## config.mk

```make
export PLATFORM = sky130hd
export DESIGN_NAME = rpmre_front
export DESIGN_NICKNAME = d
export VERILOG_FILES = /design/src/rtl/rpmre_pkg.sv /design/src/rtl/rpmre_front.sv
export SDC_FILE = /design/constraint.sdc
export NUM_CORES = 1
export LEC_CHECK = 0
export BUFFER_PORTS_ARGS = -buffer_cell sky130_fd_sc_hd__buf_4
export CAP_MARGIN = 5
export CORE_ASPECT_RATIO = 1.4
export CORE_MARGIN = 4
export CORE_UTILIZATION = 30
export CTS_BUF_LIST = sky130_fd_sc_hd__clkbuf_8
export DETAILED_ROUTE_END_ITERATION = 8
export PLACE_DENSITY = 0.44
export SLEW_MARGIN = 20
export SYNTH_ARGS = -nofsm -noshare
export SYNTH_HDL_FRONTEND = slang
export SYNTH_SLANG_ARGS = --single-unit
export TNS_END_PERCENT = 10
```

## constraint.sdc

```tcl
create_clock -name clk -period 7.9 [get_ports clk]
set_input_delay 0.395 -clock clk [delete_from_list [all_inputs] [get_ports clk]]
set_output_delay 0.395 -clock clk [all_outputs]
set_load 0.005 [all_outputs]
```

## src/rtl/rpmre_pkg.sv

```systemverilog
// package for the rounded polynomial mixed-radix encoder
// holds widths, the transaction record, the back-end state type and the level schedule
// no dependencies
`timescale 1ns / 1ps

package rpmre_pkg;

  localparam int COEFF_COUNT = 653;
  localparam int ENC_BYTES   = 865;
  localparam int COEF_W      = 13;
  localparam int VAL_W       = 14;
  localparam int ADDR_W      = 10;
  localparam int IDX_W       = 10;
  localparam int SEG_W       = 4;
  localparam int CNT_W       = 9;
  localparam int ACC_W       = 28;
  localparam int PEND_W      = 24;

  localparam logic [COEF_W-1:0] Q_MAX    = 13'd4620;
  localparam logic [COEF_W-1:0] HALF_HI  = 13'd2311;
  localparam logic [COEF_W-1:0] HALF_LO  = 13'd2310;
  // ceil(2^17 / 3), exact floor division by three over the coefficient range
  localparam logic [16:0]       RECIP3   = 17'd43691;
  localparam logic [SEG_W-1:0]  LAST_SEG = 4'd15;

  localparam logic CMD_LOAD = 1'b0;
  localparam logic CMD_TICK = 1'b1;

  // one transaction between front and back
  typedef struct packed {
    logic              is_tick;
    logic [VAL_W-1:0]  value;
    logic [ADDR_W-1:0] index;
  } cmd_t;

  // one step of the encoding schedule: operand and destination bases,
  // number of operations, radix and bytes emitted per operation
  typedef struct packed {
    logic [ADDR_W-1:0] a0;
    logic [ADDR_W-1:0] b0;
    logic [ADDR_W-1:0] d0;
    logic [CNT_W-1:0]  count;
    logic [VAL_W-1:0]  radix;
    logic [1:0]        nb;
  } seg_t;

  typedef enum logic [1:0] {
    B_IDLE,
    B_READ,
    B_MUL,
    B_ADD
  } bstate_t;

  // level schedule; copies use radix zero and emit no byte
  function automatic seg_t seg_info(input logic [SEG_W-1:0] s);
    seg_t r;
    case (s)
      4'd0:    r = '{10'd0,   10'd1,   10'd0,   9'd326, 14'd1541,  2'd1};
      4'd1:    r = '{10'd652, 10'd652, 10'd326, 9'd1,   14'd0,     2'd0};
      4'd2:    r = '{10'd0,   10'd1,   10'd0,   9'd163, 14'd9277,  2'd2};
      4'd3:    r = '{10'd326, 10'd326, 10'd163, 9'd1,   14'd0,     2'd0};
      4'd4:    r = '{10'd0,   10'd1,   10'd0,   9'd82,  14'd1314,  2'd1};
      4'd5:    r = '{10'd0,   10'd1,   10'd0,   9'd41,  14'd6745,  2'd2};
      4'd6:    r = '{10'd0,   10'd1,   10'd0,   9'd20,  14'd695,   2'd1};
      4'd7:    r = '{10'd40,  10'd40,  10'd20,  9'd1,   14'd0,     2'd0};
      4'd8:    r = '{10'd0,   10'd1,   10'd0,   9'd10,  14'd1887,  2'd1};
      4'd9:    r = '{10'd20,  10'd20,  10'd10,  9'd1,   14'd0,     2'd0};
      4'd10:   r = '{10'd0,   10'd1,   10'd0,   9'd5,   14'd13910, 2'd2};
      4'd11:   r = '{10'd10,  10'd10,  10'd5,   9'd1,   14'd0,     2'd0};
      4'd12:   r = '{10'd0,   10'd1,   10'd0,   9'd2,   14'd2953,  2'd2};
      4'd13:   r = '{10'd4,   10'd5,   10'd2,   9'd1,   14'd2953,  2'd1};
      4'd14:   r = '{10'd0,   10'd1,   10'd0,   9'd1,   14'd134,   2'd1};
      4'd15:   r = '{10'd0,   10'd2,   10'd0,   9'd1,   14'd71,    2'd3};
      default: r = '{10'd0,   10'd1,   10'd0,   9'd1,   14'd0,     2'd0};
    endcase
    return r;
  endfunction

endpackage

```

## src/rtl/rpmre_front.sv

```systemverilog
// front end: accepts input transactions, filters them and converts coefficients
// depends on rpmre_pkg
`timescale 1ns / 1ps

module rpmre_front #(
  parameter int COEFF_COUNT = rpmre_pkg::COEFF_COUNT
) (
  input  logic                         clk,
  input  logic                         rst_n,
  input  logic                         in_push,
  input  logic                         in_cmd,
  input  logic [rpmre_pkg::COEF_W-1:0] in_coef,
  input  logic                         q_full,
  output logic                         q_push,
  output rpmre_pkg::cmd_t              q_data
);

  logic [rpmre_pkg::IDX_W-1:0]  load_count_r, load_count_nxt;
  logic [rpmre_pkg::IDX_W-1:0]  tick_count_r, tick_count_nxt;
  logic                         accept;
  logic                         loaded;
  logic [rpmre_pkg::COEF_W-1:0] c_sat;
  logic [rpmre_pkg::COEF_W-1:0] v;
  logic [29:0]                  prod;

  assign accept = in_push && !q_full;
  assign loaded = (load_count_r == rpmre_pkg::IDX_W'(COEFF_COUNT));

  // saturate, center, divide by three
  always_comb begin
    c_sat = (in_coef > rpmre_pkg::Q_MAX) ? rpmre_pkg::Q_MAX : in_coef;
    v     = (c_sat >= rpmre_pkg::HALF_HI) ? (c_sat - rpmre_pkg::HALF_HI)
                                          : (c_sat + rpmre_pkg::HALF_LO);
    prod  = 30'(v) * 30'(rpmre_pkg::RECIP3);
  end

  // classify and forward
  always_comb begin
    q_push         = 1'b0;
    load_count_nxt = load_count_r;
    tick_count_nxt = tick_count_r;
    q_data.is_tick = in_cmd;
    q_data.value   = {1'b0, prod[29:17]};
    q_data.index   = load_count_r;
    if (accept) begin
      if (in_cmd == rpmre_pkg::CMD_LOAD) begin
        if (!loaded) begin
          q_push         = 1'b1;
          load_count_nxt = load_count_r + 1'b1;
        end
      end else if (loaded && tick_count_r != rpmre_pkg::IDX_W'(rpmre_pkg::ENC_BYTES)) begin
        q_push         = 1'b1;
        tick_count_nxt = tick_count_r + 1'b1;
      end
    end
  end

  always_ff @(posedge clk) begin
    if (!rst_n) begin
      load_count_r <= '0;
      tick_count_r <= '0;
    end else begin
      load_count_r <= load_count_nxt;
      tick_count_r <= tick_count_nxt;
    end
  end

endmodule

```

==> key figures, run 1 <==
Critical path
  – Critical path peak fanout: 7
  – Worst EP required: about 7.5 ns
  – Crit end category: output pin
  – Worst EP arrival: a little under 8 ns
  – Crit-path most repeated cell: buf_4
  – Crit path max-delay cell type: fa_2
  – RR Startpoint: load_count_r[0]
  – Setup Crit Path Kind: in2out
  – CP Launch Type: input port
  – FF-to-FF setup slack: 5.29 ns
  – Cells on worst reg2reg path: 7
  – Reg-to-reg endpoint: tick_count_r[5]
  – Crit path largest cell delay: 0.60 ns

Die
  – Chip height: ~160 um
  – # rows: 54
  – Core area: 0.0157 mm2
  – Die area: 0.0182 mm2
  – Die width: 115 um
  – Ports: 44
  – Initial Util: about 31%

CTS
  – Clk_lat worst skew: ~0.26 ns
  – Sink Count: 20
  – H-tree depth: 1
  – Num CTS Buffers: 3
  – Hold_buf cts: 0
  – CTS tree: built
  – CTS Buffer Depth: 2
  – Clock transition at the registers of the reported paths: 0.07 ns
  – CTS Root Cell: clkbuf_8

Synthesis
  – Top FF cell, synth: dfxtp_1
  – Synth cell types: a little over 60
  – Post-synth EDFFs: 0
  – Async S/R FF share, synth: 0%
  – Seq/Total Area, Yosys: 8.32%
  – Cell count after synthesis: 574
  – Syn Area/Cell: 8.38 um2
  – Ys Warns: 0
  – Mapped Area: 0.00481 mm2
  – Yosys reg bits: 20

Final layout
  – Post-layout util: a little over two fifths
  – Footprint of the multi-input gates: 0.00438 mm2
  – Layout Area Growth over Synthesis: 42.4%
  – Ant diodes: 0
  – Design Area, Final: between 0.006 and 0.007 mm2
  – Register area: around 400 um2
  – Final non-filler cell total: 934
  – Fin nets: between 800 and 900
  – Layout cells sized above 1: between 30% and 40%
  – # fillers: 1,569

Worst hold path
  – HP Start: rst_n
  – Worst hold path depth: 2
  – Hold crit path type: in2reg
  – Min-Delay Endpoint: load_count_r[1]

GRT
  – Largest net degree at the start of global routing: 21
  – Grt total ovfl: 0
  – Met1 GRT Util: 15.8%
  – Most used routing layer: met2
  – GR Layer Usage met2: 31.4%
  – Gr usage total: 15.1%
  – GR Layer Usage met3: 0.727%
  – Initial antenna violation count: 0
  – Vias in the first global route: 4,928
  – First-pass GRT wire length: 22,500 um

Timing
  – Least-Margin Pin Slew: between 0.6 and 0.7 ns
  – Period minus WS final: between 8 and 9 ns
  – PnR worst setup slack: -0.293 ns
  – Final hold viol count: 0
  – Count of pins over their slew limit: 0
  – Achievable frequency: 122 MHz
  – Layout Skew: approximately 0.0025 ns
  – Relative max-transition margin: 53.4%
  – Unrepaired setup endpoints after global routing: true
  – Tcrit/Tclk final: 104%
  – Final setup fails: 9

Placed design
  – Placed cell count: 907
  – Final HPWL DP: approximately 12,000 um
  – Area of placed instances: about 0.0062 mm2
  – Final GP Congestion: about 0.8
  – I/O Buffers: 41
  – Worst slack, placed: -0.645 ns

Route
  – Wire per inst: 14.5 um
  – Number of DRC markers in iteration 0: 153
  – Detailed Route WL: 13,600 um
  – Vias: 4,547
  – Post-DRT Antenna Nets: 0
  – DRC violations left: 0
  – Via density: about 4.9
  – 1st-pass router iterations: 6

Outcome
  – Failing checks: setup timing
  – Status: finished with violations

Flow run
  – Max-Cap Viols: 0
cell type report:
cell class                      instances  area share (%)
Timing Repair Buffer                  172            19.4
Sequential cell                        20            5.85
Multi-Input combinational cell        426            64.0
Tap cell                              196            3.58
Clock buffer                            4           0.804
Inverter                              116            6.36
metrics by stage:
| step | hold slack, ns | TNS, ns |
|---|---|---|
| 2_1_floorplan | 0.486 | -0.0180 |
| 3_3_place_gp | 0.512 | -5.51 |
| 3_5_place_dp | 0.533 | -6.19 |
| 4_1_cts | 0.477 | -1.86 |
| 5_1_grt | 0.491 | -5.25 |
| 6_report | 0.470 | -1.62 |
cell usage after synthesis (4+ instances only):
| library cell | n | area share [%] |
|---|---|---|
| a31oi_1 | 4 | 0.52 |
| a21oi_1 | 17 | 1.8 |
| xor2_1 | 14 | 2.5 |
| nor2_1 | 25 | 2.0 |
| nand2_1 | 36 | 2.8 |
| nand4_1 | 9 | 1.2 |
| o211ai_1 | 7 | 1.1 |
| nor2b_1 | 5 | 0.65 |
| ha_1 | 82 | 21 |
| mux2i_1 | 5 | 1.0 |
| xnor2_1 | 18 | 3.3 |
| and3_1 | 5 | 0.65 |
| inv_1 | 116 | 9.1 |
| o211a_1 | 4 | 0.83 |
| nor4_1 | 4 | 0.52 |
| nand3_1 | 14 | 1.5 |
| nor3_1 | 16 | 1.7 |
| a21o_1 | 6 | 0.94 |
| clkbuf_1 | 8 | 0.62 |
| o21ai_0 | 16 | 1.7 |
| fa_1 | 50 | 21 |
| dfxtp_1 | 20 | 8.3 |
| o21bai_1 | 5 | 0.78 |
| and2_1 | 19 | 2.5 |
| or3_1 | 6 | 0.78 |
repair_timing:
item,CTS,global route
pin swaps,43,54
hold endpoints to repair,0,0
setup endpoints to repair,12,12
buffers inserted,13,10
gates cloned,0,0
gates resized for setup,39,33
per-layer routing:
layer  up-vias  share of wire [%]
li1       2264                  -
met1      2182                 38
met2        77                 57
met3        24                2.6
met4         0                3.1
met5         -                  0
how the worst max path moves through the flow:
| stage | startpoint | to | slack [ns] | depth (start not counted) |
|---|---|---|---|---|
| 2_1_floorplan | in_coef[6] | q_data[17] | -0.01 | 30 |
| 3_3_place_gp | in_coef[6] | q_data[21] | -0.59 | 31 |
| 3_5_place_dp | in_coef[6] | q_data[21] | -0.64 | 31 |
| 4_1_cts | in_coef[7] | q_data[17] | -0.33 | 29 |
| 5_1_grt | in_coef[6] | q_data[21] | -0.59 | 32 |
| 6_report | in_coef[6] | q_data[21] | -0.29 | 32 |
cell families (layout without fill, tap and decap cells):
family,after synthesis,count (layout),synth area share [%]
buf+inv,129,292,10.4
compound gates,95,95,14.3
xor+xnor,32,32,5.83
mux,6,6,1.27
other cells,1,2,0.0780
flops,20,20,8.32
fa+ha+maj,132,132,42.1
simple gates,159,159,17.7
registers in the layout (all words and copies together), names as in the netlist:
| signal | flops |
|---|---|
| load_count_r | 10 |
| tick_count_r | 10 |
cells in the final DEF (no fill, tap or decap), types with 5 or more instances in the layout:
master	n
ha_1	66
a21oi_1	11
nand4_1	9
nor2_1	21
buf_6	10
o211ai_1	7
o21bai_1	5
and2_1	19
inv_2	11
inv_1	105
nand3_1	11
buf_4	162
fa_1	48
nand2_1	35
xor2_1	13
dfxtp_1	20
xnor2_1	16
nor3_1	14
ha_4	13
o21ai_0	12
nor2b_1	5
or3_1	5
a21o_1	6
worst max-delay path, delay by kind of cell:
kind / cells / cell delay (ns)
xor+xnor: 1 / 0.20
compound gates: 10 / 2.00
simple gates: 7 / 1.62
fa+ha+maj: 7 / 2.86
buf+inv: 7 / 0.74
Power of run 1 is not shown: default switching activity piles up to over one toggle a cycle in this logic, so the estimate is an artifact.
==> inputs of run 2 (changes only) <==
==> constraint.sdc (replaced) <==
create_clock -name clk -period 6.6 [get_ports clk]
set_input_delay 0.33 -clock clk [delete_from_list [all_inputs] [get_ports clk]]
set_output_delay 0.33 -clock clk [all_outputs]
set_load 0.005 [all_outputs]
==> run 2 against run 1 <==
Against the previous run:
- the flow still finishes with violations (setup timing)
- non-clock buffer count increased by 19
- worst hold slack got worse by 0.063 ns
- die area is the same
- clock skew hardly changed
- via count rose by 0.51%
- utilization fell by 0.072 points
- design area down 0.16%
- clock-buffer cell count unchanged
- critical endpoint is now q_data[17]
- largest cell class unchanged
==> key figures, run 2 (same netlist as run 1, synthesis figures left out) <==
Outcome
  – Status: finished with violations
  – Failing checks: setup timing

Critical path
  – Worst EP required: 6.27 ns (-1.24 ns)
  – Crit-path most repeated cell: fa_1
  – Crit path max-delay cell type: fa_1
  – Crit path largest cell delay: 0.54 ns (-0.06 ns)
  – CP Launch Type: input port
  – Crit end category: output pin
  – Critical path peak fanout: 6 (-1)
  – Setup Crit Path Kind: in2out
  – Worst EP arrival: 7.69 ns (-0.11 ns)

Final layout
  – Layout Area Growth over Synthesis: 42.1%
  – Commonest cells after routing, fill and taps aside: buf_4, inv_1, ha_1
  – Ant diodes: 0 (unchanged)
  – Most common cell after layout, fill and taps aside: buf_4
  – Largest regs: load_count_r (10), tick_count_r (10)
  – Layout cells sized above 1: 34.7% (+0.054 points)
  – Final non-filler cell total: 953 (+2.0%)
  – Fin nets: 908 (+2.1%)

Timing
  – Period minus WS final: 8.02 ns
  – Count of pins over their slew limit: 0 (unchanged)
  – Tcrit/Tclk final: 122%
  – Least-Margin Pin Slew: 0.653 ns (-0.0409 ns)
  – Relative max-transition margin: 56.1% (+2.7 points)
  – Final setup fails: 12 (+3)
  – Unrepaired setup endpoints after global routing: true
  – Hold Slack: 0.407 ns (-0.0634 ns)
  – Achievable frequency: 125 MHz
  – Layout Skew: 0.00277 ns (+0.000298 ns)
  – PnR worst setup slack: -1.42 ns (-1.13 ns)
  – Final hold viol count: 0 (unchanged)

Die
  – Die width: 115 um (unchanged)
  – Initial Util: 30.7% (unchanged)
  – # rows: 54 (unchanged)
  – Die area: 0.0182 mm2 (unchanged)
  – Chip height: 158 um (unchanged)
  – Core area: 0.0157 mm2 (unchanged)
  – Ports: 44 (unchanged)

Route
  – Wire per inst: 14.4 um (-0.76%)
  – Via density: 4.80 (-1.5%)
  – Post-DRT Antenna Nets: 0 (unchanged)
  – Vias: 4,570 (+0.51%)
  – Number of DRC markers in iteration 0: 125 (-18%)
  – DRC violations left: 0 (unchanged)
  – Detailed Route WL: 13,700 um (+1.3%)
  – 1st-pass router iterations: 4 (-2)

CTS
  – CTS Root Cell: clkbuf_8
  – H-tree depth: 1 (unchanged)
  – CTS Buffer Depth: 2 (unchanged)
  – Clock transition at the registers of the reported paths: 0.08 ns (about the same)
  – Num CTS Buffers: 3 (unchanged)
  – CTS tree: built
  – Sink Count: 20 (unchanged)
  – Hold_buf cts: 0 (unchanged)
  – Clk_lat worst skew: 0.26 ns (about the same)

GRT
  – Grt total ovfl: 0 (unchanged)
  – Initial antenna violation count: 0 (unchanged)
  – First-pass GRT wire length: 23,700 um (+5.2%)
  – Largest net degree at the start of global routing: 21 (unchanged)
  – Vias in the first global route: 5,065 (+2.8%)
  – Gr usage total: 15.9% (+0.83 points)

Placed design
  – Final HPWL DP: 12,300 um (+5.8%)
  – I/O Buffers: 41 (unchanged)
  – Placed cell count: 939 (+3.5%)
  – Final GP Congestion: 0.875 (+9.6%)

Flow run
  – Max-Cap Viols: 0 (unchanged)

Worst hold path
  – Hold crit path type: in2reg
run 2: changes by cell type in the layout (fill, tap and decap cells not counted), sizes merged:
cell	delta
buf	+19
run 2: area by class of cell:
type	instances	area, um2
fillers	1607	8840
multi-input cells	426	4260
repair buffers	191	1440
inverters	116	435
flip-flops and latches	20	400
well taps	196	245
clock buffers	4	55.1
run 2: critical path, delay by kind of cell:
family / cells / cell delay [ns]
buffers and inverters: 6 / 0.54
AND/OR/NAND/NOR: 5 / 1.00
XOR/XNOR: 2 / 0.36
AO/OA/AOI/OAI: 10 / 2.74
adder cells (fa/ha/maj): 7 / 2.72
run 2: final timing paths:
check	from	end	slack, ns	cells after the start
setup / recovery	in_coef[6]	q_data[17]	-1.42	30
hold / removal	rst_n	tick_count_r[1]	0.41	2
setup reg to reg	load_count_r[0]	tick_count_r[7]	4.09	8
hold reg to reg	tick_count_r[5]	tick_count_r[5]	0.53	2
run 2: stage by stage:
step | TNS (ns) | util, % | instance area (um2) | worst slack [ns]
after floorplan | -10.44 | - | 5050 | -1.03
after global placement | -17.17 | 41.9 | 6570 | -1.54
after detailed placement | -18.12 | 41.9 | 6570 | -1.63
after CTS | -16.61 | 43.2 | 6780 | -1.52
after global routing | -19.18 | 43.6 | 6840 | -1.75
final | -15.06 | 43.6 | 6840 | -1.42
run 2: routing by layer:
| metal | vias up | global-route usage (%) | part of all wire (%) |
|---|---|---|---|
| met5 | - | 0 | 0 |
| met4 | 0 | 4.53 | 2.5 |
| met3 | 21 | 0.727 | 1.8 |
| met2 | 59 | 33.5 | 59 |
| met1 | 2190 | 16.5 | 37 |
| li1 | 2300 | - | - |
run 2: repair_timing:
item	4_1_cts	5_1_grt
endpoints found under the setup margin	12	12
pin swaps	38	13
setup buffers	10	0
gates resized for setup	17	10
Power of run 2 is left out for the same reason.
