File: config.mk
export PLATFORM = sky130hd
export DESIGN_NAME = rpmre_queue
export DESIGN_NICKNAME = d
export VERILOG_FILES = /design/src/rtl/rpmre_pkg.sv /design/src/rtl/rpmre_queue.sv
export SDC_FILE = /design/constraint.sdc
export NUM_CORES = 1
export LEC_CHECK = 0
export ABC_AREA = 1
export BUFFER_PORTS_ARGS = -buffer_cell sky130_fd_sc_hd__clkbuf_2
export CORE_MARGIN = 4
export CORE_UTILIZATION = 50
export DETAILED_ROUTE_END_ITERATION = 12
export PLACE_DENSITY = 0.76
export SYNTH_ARGS = -nofsm -noshare
export SYNTH_HDL_FRONTEND = slang
export SYNTH_SLANG_ARGS = --single-unit
File: constraint.sdc
create_clock -name clk -period 3.5 [get_ports clk]
set_input_delay 0.525 -clock clk [delete_from_list [all_inputs] [get_ports clk]]
set_output_delay 0.525 -clock clk [all_outputs]
set_load 0.01 [all_outputs]
File: src/rtl/rpmre_pkg.sv
// package for the rounded polynomial mixed-radix encoder
// holds widths, the transaction record, the back-end state type and the level schedule
// no dependencies
`timescale 1ns / 1ps

package rpmre_pkg;

  localparam int COEFF_COUNT = 653;
  localparam int ENC_BYTES   = 865;
  localparam int COEF_W      = 13;
  localparam int VAL_W       = 14;
  localparam int ADDR_W      = 10;
  localparam int IDX_W       = 10;
  localparam int SEG_W       = 4;
  localparam int CNT_W       = 9;
  localparam int ACC_W       = 28;
  localparam int PEND_W      = 24;

  localparam logic [COEF_W-1:0] Q_MAX    = 13'd4620;
  localparam logic [COEF_W-1:0] HALF_HI  = 13'd2311;
  localparam logic [COEF_W-1:0] HALF_LO  = 13'd2310;
  // ceil(2^17 / 3), exact floor division by three over the coefficient range
  localparam logic [16:0]       RECIP3   = 17'd43691;
  localparam logic [SEG_W-1:0]  LAST_SEG = 4'd15;

  localparam logic CMD_LOAD = 1'b0;
  localparam logic CMD_TICK = 1'b1;

  // one transaction between front and back
  typedef struct packed {
    logic              is_tick;
    logic [VAL_W-1:0]  value;
    logic [ADDR_W-1:0] index;
  } cmd_t;

  // one step of the encoding schedule: operand and destination bases,
  // number of operations, radix and bytes emitted per operation
  typedef struct packed {
    logic [ADDR_W-1:0] a0;
    logic [ADDR_W-1:0] b0;
    logic [ADDR_W-1:0] d0;
    logic [CNT_W-1:0]  count;
    logic [VAL_W-1:0]  radix;
    logic [1:0]        nb;
  } seg_t;

  typedef enum logic [1:0] {
    B_IDLE,
    B_READ,
    B_MUL,
    B_ADD
  } bstate_t;

  // level schedule; copies use radix zero and emit no byte
  function automatic seg_t seg_info(input logic [SEG_W-1:0] s);
    seg_t r;
    case (s)
      4'd0:    r = '{10'd0,   10'd1,   10'd0,   9'd326, 14'd1541,  2'd1};
      4'd1:    r = '{10'd652, 10'd652, 10'd326, 9'd1,   14'd0,     2'd0};
      4'd2:    r = '{10'd0,   10'd1,   10'd0,   9'd163, 14'd9277,  2'd2};
      4'd3:    r = '{10'd326, 10'd326, 10'd163, 9'd1,   14'd0,     2'd0};
      4'd4:    r = '{10'd0,   10'd1,   10'd0,   9'd82,  14'd1314,  2'd1};
      4'd5:    r = '{10'd0,   10'd1,   10'd0,   9'd41,  14'd6745,  2'd2};
      4'd6:    r = '{10'd0,   10'd1,   10'd0,   9'd20,  14'd695,   2'd1};
      4'd7:    r = '{10'd40,  10'd40,  10'd20,  9'd1,   14'd0,     2'd0};
      4'd8:    r = '{10'd0,   10'd1,   10'd0,   9'd10,  14'd1887,  2'd1};
      4'd9:    r = '{10'd20,  10'd20,  10'd10,  9'd1,   14'd0,     2'd0};
      4'd10:   r = '{10'd0,   10'd1,   10'd0,   9'd5,   14'd13910, 2'd2};
      4'd11:   r = '{10'd10,  10'd10,  10'd5,   9'd1,   14'd0,     2'd0};
      4'd12:   r = '{10'd0,   10'd1,   10'd0,   9'd2,   14'd2953,  2'd2};
      4'd13:   r = '{10'd4,   10'd5,   10'd2,   9'd1,   14'd2953,  2'd1};
      4'd14:   r = '{10'd0,   10'd1,   10'd0,   9'd1,   14'd134,   2'd1};
      4'd15:   r = '{10'd0,   10'd2,   10'd0,   9'd1,   14'd71,    2'd3};
      default: r = '{10'd0,   10'd1,   10'd0,   9'd1,   14'd0,     2'd0};
    endcase
    return r;
  endfunction

endpackage

File: src/rtl/rpmre_queue.sv
// two-entry queue between front and back
// depends on rpmre_pkg
`timescale 1ns / 1ps

module rpmre_queue (
  input  logic            clk,
  input  logic            rst_n,
  input  logic            push,
  input  rpmre_pkg::cmd_t push_data,
  output logic            full,
  input  logic            pop,
  output logic            valid,
  output rpmre_pkg::cmd_t head
);

  rpmre_pkg::cmd_t ent0_r, ent0_nxt, ent1_r, ent1_nxt;
  logic [1:0]      cnt_r, cnt_nxt;

  assign full  = (cnt_r == 2'd2);
  assign valid = (cnt_r != 2'd0);
  assign head  = ent0_r;

  // shift register storage, head in entry zero
  always_comb begin
    ent0_nxt = ent0_r;
    ent1_nxt = ent1_r;
    cnt_nxt  = cnt_r;
    if (pop && valid) begin
      ent0_nxt = ent1_r;
      cnt_nxt  = cnt_nxt - 1'b1;
    end
    if (push && !full) begin
      if (cnt_nxt == 2'd0) begin
        ent0_nxt = push_data;
      end else begin
        ent1_nxt = push_data;
      end
      cnt_nxt = cnt_nxt + 1'b1;
    end
  end

  always_ff @(posedge clk) begin
    if (!rst_n) begin
      cnt_r <= '0;
    end else begin
      cnt_r <= cnt_nxt;
    end
    ent0_r <= ent0_nxt;
    ent1_r <= ent1_nxt;
  end

endmodule

==> results.json, run 1 <==
{
  "syn_inst": 241,
  "reg2regPathDepth": 11,
  "core_area_um2": 4060,
  "synthTopCellsByArea": "edfxtp_1, nand2_1, dfxtp_1, nand2_2, ha_1",
  "drc": 0,
  "p_per_area_nw_per_um2": 860,
  "antenna_found_initial": 0,
  "overflow": 0,
  "design_area_um2": 2530,
  "dieArea_um2": 5360,
  "portBuffers": 55,
  "worstSetupEndpoint": "head[9]$_DFF_P_",
  "layout-drive-gt1-share_pct": 28.2,
  "worst_pin_slew_ps": 563,
  "crit_path_start": "cnt_r[0]$_SDFF_PN0_",
  "wl_um": 4080,
  "cts_root_buf": "clkbuf_8",
  "hpwl_um": 2870,
  "status": "complete, no violations",
  "post-cts-setup-buffers": 0,
  "ir_drop_mv": 0.443,
  "cts_buffers": 5,
  "synth-async-reset-ratio_pct": 0,
  "worstSetupEndpointType": "flip-flop",
  "synth_seq_cells": 52,
  "first_iter_violations": 96,
  "antenna_cells": 0,
  "layout.nets": 329,
  "yosys.area.top_type_share_pct": 35.3,
  "ctsHtreeMaxLevel": 2,
  "switchingPower_uw": 791,
  "ant_nets": 0,
  "p_comb_share_pct": 36.7,
  "switching_share_pct": 36.3,
  "ys_top_cells_by_count": "nand2_1, dfxtp_1, edfxtp_1",
  "syn_nets": 273,
  "ys_warn_count": 0,
  "vias_per_cell": 4.71,
  "avgSynthCellArea_um2": 8.82,
  "clk_transition_reported_paths_ps": 90,
  "grt_pass1_vias": 1574,
  "syn_area_um2": 2120,
  "die_h_um": 73.2,
  "rsz0062_at_grt": "no",
  "cp_max_fo": 26,
  "holdPathStages": 1,
  "fillCellCount": 325,
  "power_leakage_nw": 1.30,
  "intPower_mw": 1.39,
  "yosysUniqueCellTypes": 17,
  "cap_violations": 0,
  "r2r-start": "cnt_r[0]$_SDFF_PN0_",
  "placed_area_um2": 2420,
  "hold_class": "input port to flip-flop",
  "cts.sinks": 52,
  "fin_setup_tns_ps": 0,
  "r2r_slack_ps": 1020,
  "clockPowerShare_pct": 18.6,
  "hold_viol": 0,
  "setup_viol": 0,
  "grt_pass1_wl_um": 6800,
  "gp_congestion": 0.762,
  "r2r_end": "head[9]$_DFF_P_",
  "maxSlewHeadroom_pct": 62.4,
  "power.share.sequential_pct": 44.7,
  "crit_type": "flip-flop to flip-flop",
  "grt_usage_pct": 16.7,
  "area_delta_synth_final_pct": 19.3,
  "pin_count": 56,
  "grt_start_max_net_pins": 27,
  "hold_ws_ps": 406,
  "cts_tree": "done",
  "cts_hold_buf": 0,
  "post_drt_wl_per_cell_um": 11.7,
  "finClkSkew_ps": 8.46,
  "fp-row-count": 23,
  "regArea_um2": 1290,
  "first_pass_iters": 4,
  "clk_path_buf_depth": 2,
  "fin_crit_sh_pct": 70.9,
  "crit_required_ps": 3760,
  "initial_utilization_pct": 52.4,
  "synth_edf_count": 25,
  "synth-seq-area-share_pct": 60.8,
  "post_cts_resized": 0,
  "period_needed_ps": 2480,
  "synth_top_area_cell": "edfxtp_1",
  "synth.most_common_cell": "nand2_1",
  "worstSkewPairLatency_ps": 310,
  "fmax_mhz": 403,
  "synthFlopType": "dfxtp_1",
  "num_vias": 1638,
  "multi_input_area_um2": 726,
  "slew_violations": 0,
  "worstPathArrival_ps": 2740,
  "fp.dieW_um": 73.2,
  "critPathLaunchType": "flip-flop"
}
-- stage by stage --
step	setup slack [ps]	cells	utilization (%)	power, mW
floorplan	744	241	-	1.53
global placement	1100	340	59.7	1.78
detailed placement	1010	340	59.7	1.80
CTS	983	348	62.5	2.21
global route	652	348	62.5	2.36
finish	1020	348	62.5	2.18
-- worst min path at each step --
| stage | startpoint | endpoint |
|---|---|---|
| floorplan | ent1_r[10]$_DFFE_PP_ | head[10]$_DFF_P_ |
| global placement | ent1_r[10]$_DFFE_PP_ | head[10]$_DFF_P_ |
| detailed placement | ent1_r[10]$_DFFE_PP_ | head[10]$_DFF_P_ |
| CTS | push_data[3] | ent1_r[3]$_DFFE_PP_ |
| global route | push_data[12] | ent1_r[12]$_DFFE_PP_ |
| finish | push_data[6] | ent1_r[6]$_DFFE_PP_ |
-- logic make-up after synthesis --
| logic type | count (synthesis) | share of synthesized area, % |
|---|---|---|
| AO/OA/AOI/OAI | 3 | 0.824 |
| adder cells (fa/ha/maj) | 3 | 1.77 |
| buffers and inverters | 18 | 5.18 |
| flip-flops | 52 | 60.8 |
| AND/OR/NAND/NOR | 165 | 31.4 |
-- flip-flops by register name, summed over array words and instances (netlist names) --
name and cells:
cnt_r 2, ent1_r 25, head 25
-- routing by layer --
metal	part of all wire, %	GRT usage [%]	routed length, um
met5	0	0	0
met4	1.6	6.35	65
met3	7.6	4.68	311
met2	47	27.8	1930
met1	44	20.6	1770
-- power by group through the flow --
| stage | clock network, mW | registers, mW | logic [mW] |
|---|---|---|---|
| after global placement | 0 | 0.984 | 0.792 |
| after detailed placement | 0 | 0.989 | 0.813 |
| final | 0.405 | 0.975 | 0.800 |
| after floorplan | 0 | 1.05 | 0.486 |
| after CTS | 0.418 | 0.976 | 0.818 |
| after global routing | 0.440 | 0.997 | 0.927 |
-- area by class of cell --
type | instances | area share [%]
inverters | 9 | 1.33
multi-input cells | 171 | 28.6
clock inverters | 3 | 1.68
well taps | 50 | 2.47
repair buffers | 58 | 12.2
clock buffers | 5 | 2.71
flip-flops and latches | 52 | 50.9
-- cell usage in the layout (no fill, tap or decap), types with 2 or more instances in the layout --
cell type    n
nand3_1      3
ha_1         3
dfxtp_1     27
nand2_2     12
nor2_1       2
clkbuf_2    55
edfxtp_1    25
inv_1        6
nand2_1    145
clkbuf_8     5
buf_4        2
nor2_4       2
inv_2        3
-- critical path: stages (launching register included) --
cell	delay [ps]
dfxtp_1	360
inv_1	90
ha_1	260
nor2_4	110
buf_4	260
nand2_1	100
nand2_1	90
ha_1	190
nand2_2	300
inv_2	460
nand2_1	120
nand2_1	80
(Power assumes the default switching activity.)
==> run 2: changes to the inputs <==
clock period = 2.3 ns   (was 3.5 ns; I/O delays follow)
==> run 2 against run 1 <==
Global-route usage rose by 0.16 points. Core utilization fell by 0.12 points. Sequential power rose by 52%. Die area did not move. Largest cell class unchanged. Highest routed layer unchanged.
==> results.json, run 2 (synthesis gave the netlist of run 1 again) <==
{
  "post-route-util_pct": 62.3,
  "cts_root_buf": "clkbuf_8",
  "path_cells": "inv_1, ha_1, inv_2, nand2_2, nand2_1, nand2_1, inv_1, ha_1, nor2_4, buf_12",
  "reg2regPathDepth": 10,
  "grt_start_max_net_pins": 26,
  "grt_pass1_vias": 1624,
  "p_per_area_nw_per_um2": 1280,
  "fp-row-count": 23,
  "antenna_found_initial": 0,
  "hold_class": "input port to flip-flop",
  "worstPathArrival_ps": 2140,
  "initial_utilization_pct": 52.4,
  "drc": 0,
  "grt_usage_pct": 16.9,
  "ir_drop_mv": 0.616,
  "worstSetupEndpointType": "flip-flop",
  "design_area_um2": 2530,
  "crit_required_ps": 2310,
  "cp_max_fo": 19,
  "die_h_um": 73.2,
  "post_drt_wl_per_cell_um": 11.7,
  "fillCellCount": 345,
  "area_delta_synth_final_pct": 19.1,
  "r2r_slack_ps": 160,
  "grt_pass1_wl_um": 6990,
  "gp_congestion": 0.775,
  "layout-drive-gt1-share_pct": 28.1,
  "status": "complete, no violations",
  "slew_violations": 0,
  "worst_pin_slew_ps": 449,
  "dieArea_um2": 5360,
  "wl_um": 4090,
  "setup_viol": 0,
  "cap_violations": 0,
  "cts_buffers": 5,
  "rsz0062_at_grt": "no",
  "crit_type": "flip-flop to flip-flop",
  "hpwl_um": 2850,
  "fmax_mhz": 468,
  "clk_path_buf_depth": 2,
  "post_cts_resized": 0,
  "core_area_um2": 4060,
  "cts.sinks": 52,
  "placed_area_um2": 2440,
  "antenna_cells": 0,
  "finClkSkew_ps": 9.13,
  "critical_path.slowest_cell": "dfxtp_1",
  "layout_commonest_cell": "nand2_1",
  "period_needed_ps": 2140,
  "final.setup.worst_slack_ps": 163,
  "power_leakage_nw": 1.29,
  "worstHoldStart": "push_data[24]",
  "portBuffers": 55,
  "maxSlewHeadroom_pct": 70.0,
  "overflow": 0,
  "critPathLaunchType": "flip-flop",
  "pin_count": 56,
  "cts_tree": "done",
  "fin_crit_sh_pct": 92.9,
  "clk_transition_reported_paths_ps": 90,
  "critical-path-max-stage-delay_ps": 330,
  "critPathBufInv": 4,
  "first_pass_iters": 5,
  "r2r_end": "ent1_r[13]$_DFFE_PP_",
  "critPathTopFamily": "simple AND/OR/NAND/NOR gates",
  "worstSkewPairLatency_ps": 300,
  "num_vias": 1595,
  "first_iter_violations": 59,
  "layout.nets": 330,
  "holdPathStages": 1,
  "p_total_mw": 3.25,
  "layout_common_cells": "nand2_1, clkbuf_2, dfxtp_1",
  "fin_setup_tns_ps": 0,
  "ant_nets": 0,
  "fp.dieW_um": 73.2,
  "whs_endpoint": "ent1_r[24]$_DFFE_PP_",
  "hold_viol": 0,
  "cts_hold_buf": 0,
  "post-cts-setup-buffers": 0,
  "ctsHtreeMaxLevel": 2,
  "r2r-start": "cnt_r[0]$_SDFF_PN0_",
  "vias_per_cell": 4.57,
  "dp_slack_ps": 166
}
-- run 2: cell count changes in the layout (fill, tap and decap cells not counted), sizes merged --
| cell | before | now |
|---|---|---|
| clkbuf | 60 | 62 |
| bufinv | 1 | 0 |
| clkinv | 1 | 0 |
| buf | 3 | 4 |
-- run 2: per-layer routing --
| metal | wire length [um] | part of all wire (%) | global-route usage (%) | vias to the layer above |
|---|---|---|---|---|
| met3 | 200 | 4.9 | 4.55 | 6 |
| li1 | - | - | - | 858 |
| met4 | 40 | 0.98 | 5.33 | 0 |
| met2 | 1930 | 47 | 27.5 | 40 |
| met1 | 1920 | 47 | 21.9 | 691 |
| met5 | 0 | 0 | 0 | - |
-- run 2: through the flow --
stage,hold WS [ps],instances
after CTS,221,349
final,232,349
after floorplan,444,241
after detailed placement,510,341
after global placement,504,341
after global routing,219,349
-- run 2: worst register-to-register path, stage by stage (launching register included) --
cell	delay [ps]
dfxtp_1	330
inv_1	110
ha_1	240
inv_2	80
nand2_2	180
nand2_1	70
nand2_1	80
inv_1	50
ha_1	240
nor2_4	270
buf_12	200
-- run 2: worst max path at each step --
stage	from	end	depth (start not counted)
3_5_place_dp	cnt_r[0]$_SDFF_PN0_	ent1_r[4]$_DFFE_PP_	10
4_1_cts	cnt_r[0]$_SDFF_PN0_	ent1_r[21]$_DFFE_PP_	10
2_1_floorplan	cnt_r[0]$_SDFF_PN0_	ent1_r[0]$_DFFE_PP_	10
3_3_place_gp	cnt_r[0]$_SDFF_PN0_	ent1_r[4]$_DFFE_PP_	10
5_1_grt	cnt_r[0]$_SDFF_PN0_	ent1_r[19]$_DFFE_PP_	10
6_report	cnt_r[0]$_SDFF_PN0_	ent1_r[13]$_DFFE_PP_	10
-- run 2: report_power, final --
group	total (mW)	switching [mW]	leakage, nW	internal, mW
clock network	0.524	0.279	0.0445	0.245
logic	1.25	0.769	0.786	0.476
registers	1.48	0.153	0.461	1.33
-- run 2: layout make-up --
type                    count  area (um2)  share of cell area, %
multi-input cells         171         731                   28.9
flip-flops and latches     52        1290                   51.0
well taps                  50        62.6                   2.47
clock buffers               7        86.3                   3.41
inverters                   9        33.8                   1.34
clock inverters             1        7.51                  0.297
repair buffers             59         318                   12.6
==> run 3: changes to the inputs <==
CAP_MARGIN = 30   (was not set)
clock period = 2.6 ns   (was 2.3 ns; I/O delays follow)
==> run 3 against run 2 <==
Maximum frequency shrank 3.6%. Die area unchanged. Sequential share of layout area rose by 0.076 points. Power down 10%. Clock-buffer cell count is 1 lower. Clock power increased by 2%. Non-clock buffer count is the same. First-iteration DRC count increased by 73%. Wire length up 1.4%. Register-to-register slack better by 220 ps. Critical endpoint is now head[14]$_DFF_P_. Largest cell class unchanged.
==> results.json, run 3 (synthesis gave the netlist of run 1 again) <==
{
  "clk_path_buf_depth": 2,
  "ctsHtreeMaxLevel": 2,
  "overflow": 0,
  "pin_count": 56,
  "cts_buffers": 5,
  "worstSetupEndpointType": "flip-flop",
  "post-route-util_pct": 62.3,
  "fmax_mhz": 451,
  "clk_transition_reported_paths_ps": 90,
  "layout_commonest_cell": "nand2_1",
  "finClkSkew_ps": 4.32,
  "clockPowerShare_pct": 18.3,
  "whs_endpoint": "ent1_r[9]$_DFFE_PP_",
  "design_area_um2": 2530,
  "portBuffers": 55,
  "r2r_end": "head[14]$_DFF_P_",
  "status": "complete, no violations",
  "num_vias": 1612,
  "switching_share_pct": 36.2,
  "fin_setup_tns_ps": 0,
  "holdPathStages": 1,
  "period_needed_ps": 2220,
  "worstSkewPairLatency_ps": 300,
  "p_total_mw": 2.92,
  "drc": 0,
  "first_pass_iters": 4,
  "hpwl_um": 2860,
  "grtUsageMet2_pct": 28.2,
  "p_comb_share_pct": 36.8,
  "power.share.sequential_pct": 45.0,
  "grt_pass1_vias": 1597,
  "power_leakage_nw": 1.30,
  "post_drt_wl_per_cell_um": 11.9,
  "fp.dieW_um": 73.2,
  "hold_class": "input port to flip-flop",
  "slew_violations": 0,
  "crit_required_ps": 2850,
  "switchingPower_mw": 1.06,
  "setup_viol": 0,
  "fp-row-count": 23,
  "critical-path-max-stage-delay_ps": 370,
  "first_iter_violations": 102,
  "core_area_um2": 4060,
  "vias_per_cell": 4.62,
  "hold_ws_ps": 276,
  "ir_drop_mv": 0.543,
  "worst_pin_slew_ps": 434,
  "post_cts_resized": 0,
  "path_cells": "inv_1, ha_1, inv_2, nand2_2, nand2_1, nand2_1, inv_1, ha_1, nand2_2, inv_2, nand2_1, nand2_1",
  "grt_util_met1_pct": 20.5,
  "cts_tree": "done",
  "cap_violations": 0,
  "r2r_slack_ps": 380,
  "r2r-start": "cnt_r[0]$_SDFF_PN0_",
  "cp_common_cell": "nand2_1",
  "post-cts-setup-buffers": 0,
  "layout_common_cells": "nand2_1, clkbuf_2, dfxtp_1",
  "cts_root_buf": "clkbuf_8",
  "cts.sinks": 52,
  "critPathBufInv": 4,
  "reg2regPathDepth": 12,
  "dieArea_um2": 5360,
  "crit_type": "flip-flop to flip-flop",
  "rsz0062_at_grt": "no",
  "cp_max_fo": 25,
  "initial_utilization_pct": 52.4,
  "worstHoldStart": "push_data[9]",
  "grt-busiest-layer": "met2",
  "layout.nets": 330,
  "critPathTopFamily": "simple AND/OR/NAND/NOR gates",
  "placed_area_um2": 2420,
  "intPower_mw": 1.86,
  "critPathLaunchType": "flip-flop",
  "grt_pass1_wl_um": 6910,
  "ant_nets": 0,
  "area_delta_synth_final_pct": 18.9,
  "cts_hold_buf": 0,
  "maxSlewHeadroom_pct": 71.0,
  "gp_congestion": 0.822,
  "fin_crit_sh_pct": 85.3,
  "met3_usage_pct": 5.51,
  "wl_um": 4140,
  "layout-drive-gt1-share_pct": 28.1,
  "grt_start_max_net_pins": 26,
  "antenna_cells": 0,
  "antenna_found_initial": 0,
  "hold_viol": 0,
  "die_h_um": 73.2,
  "worstPathArrival_ps": 2460,
  "critical_path.slowest_cell": "dfxtp_1",
  "grt_usage_pct": 16.8,
  "p_per_area_nw_per_um2": 1160
}
run 3: layout make-up:
type	instances	area, um2
fill	351	1530
sequential	52	1290
multi-input combinational	171	726
timing repair buffer	59	305
clock buffer	6	72.6
tap	50	62.6
clock inverter	2	35.0
inverter	9	33.8
run 3: power groups by stage:
stage / clock network, mW / logic (mW) / registers (mW)
after floorplan: 0 / 0.659 / 1.41
after global placement: 0 / 1.05 / 1.33
after detailed placement: 0 / 1.08 / 1.34
after CTS: 0.557 / 1.09 / 1.32
after global routing: 0.585 / 1.24 / 1.35
final: 0.533 / 1.07 / 1.31
run 3: how the worst max path moves through the flow:
stage | start | end | slack (ps) | cells after the start
global route | cnt_r[0]$_SDFF_PN0_ | head[19]$_DFF_P_ | 170 | 12
global placement | cnt_r[0]$_SDFF_PN0_ | ent1_r[9]$_DFFE_PP_ | 520 | 10
detailed placement | cnt_r[0]$_SDFF_PN0_ | ent1_r[4]$_DFFE_PP_ | 410 | 10
floorplan | cnt_r[0]$_SDFF_PN0_ | ent1_r[0]$_DFFE_PP_ | 250 | 10
CTS | cnt_r[0]$_SDFF_PN0_ | head[14]$_DFF_P_ | 380 | 12
finish | cnt_r[0]$_SDFF_PN0_ | head[14]$_DFF_P_ | 380 | 12
run 3: metrics by stage:
stage,setup WS (ps),instances
6_report,382,349
5_1_grt,175,349
4_1_cts,380,349
3_5_place_dp,414,341
3_3_place_gp,525,341
2_1_floorplan,245,241
run 3: metal layers:
| metal | share of wire [%] | routed length, um |
|---|---|---|
| met4 | 1.2 | 51 |
| met3 | 7.1 | 293 |
| met2 | 47 | 1940 |
| met1 | 45 | 1860 |
| met5 | 0 | 0 |
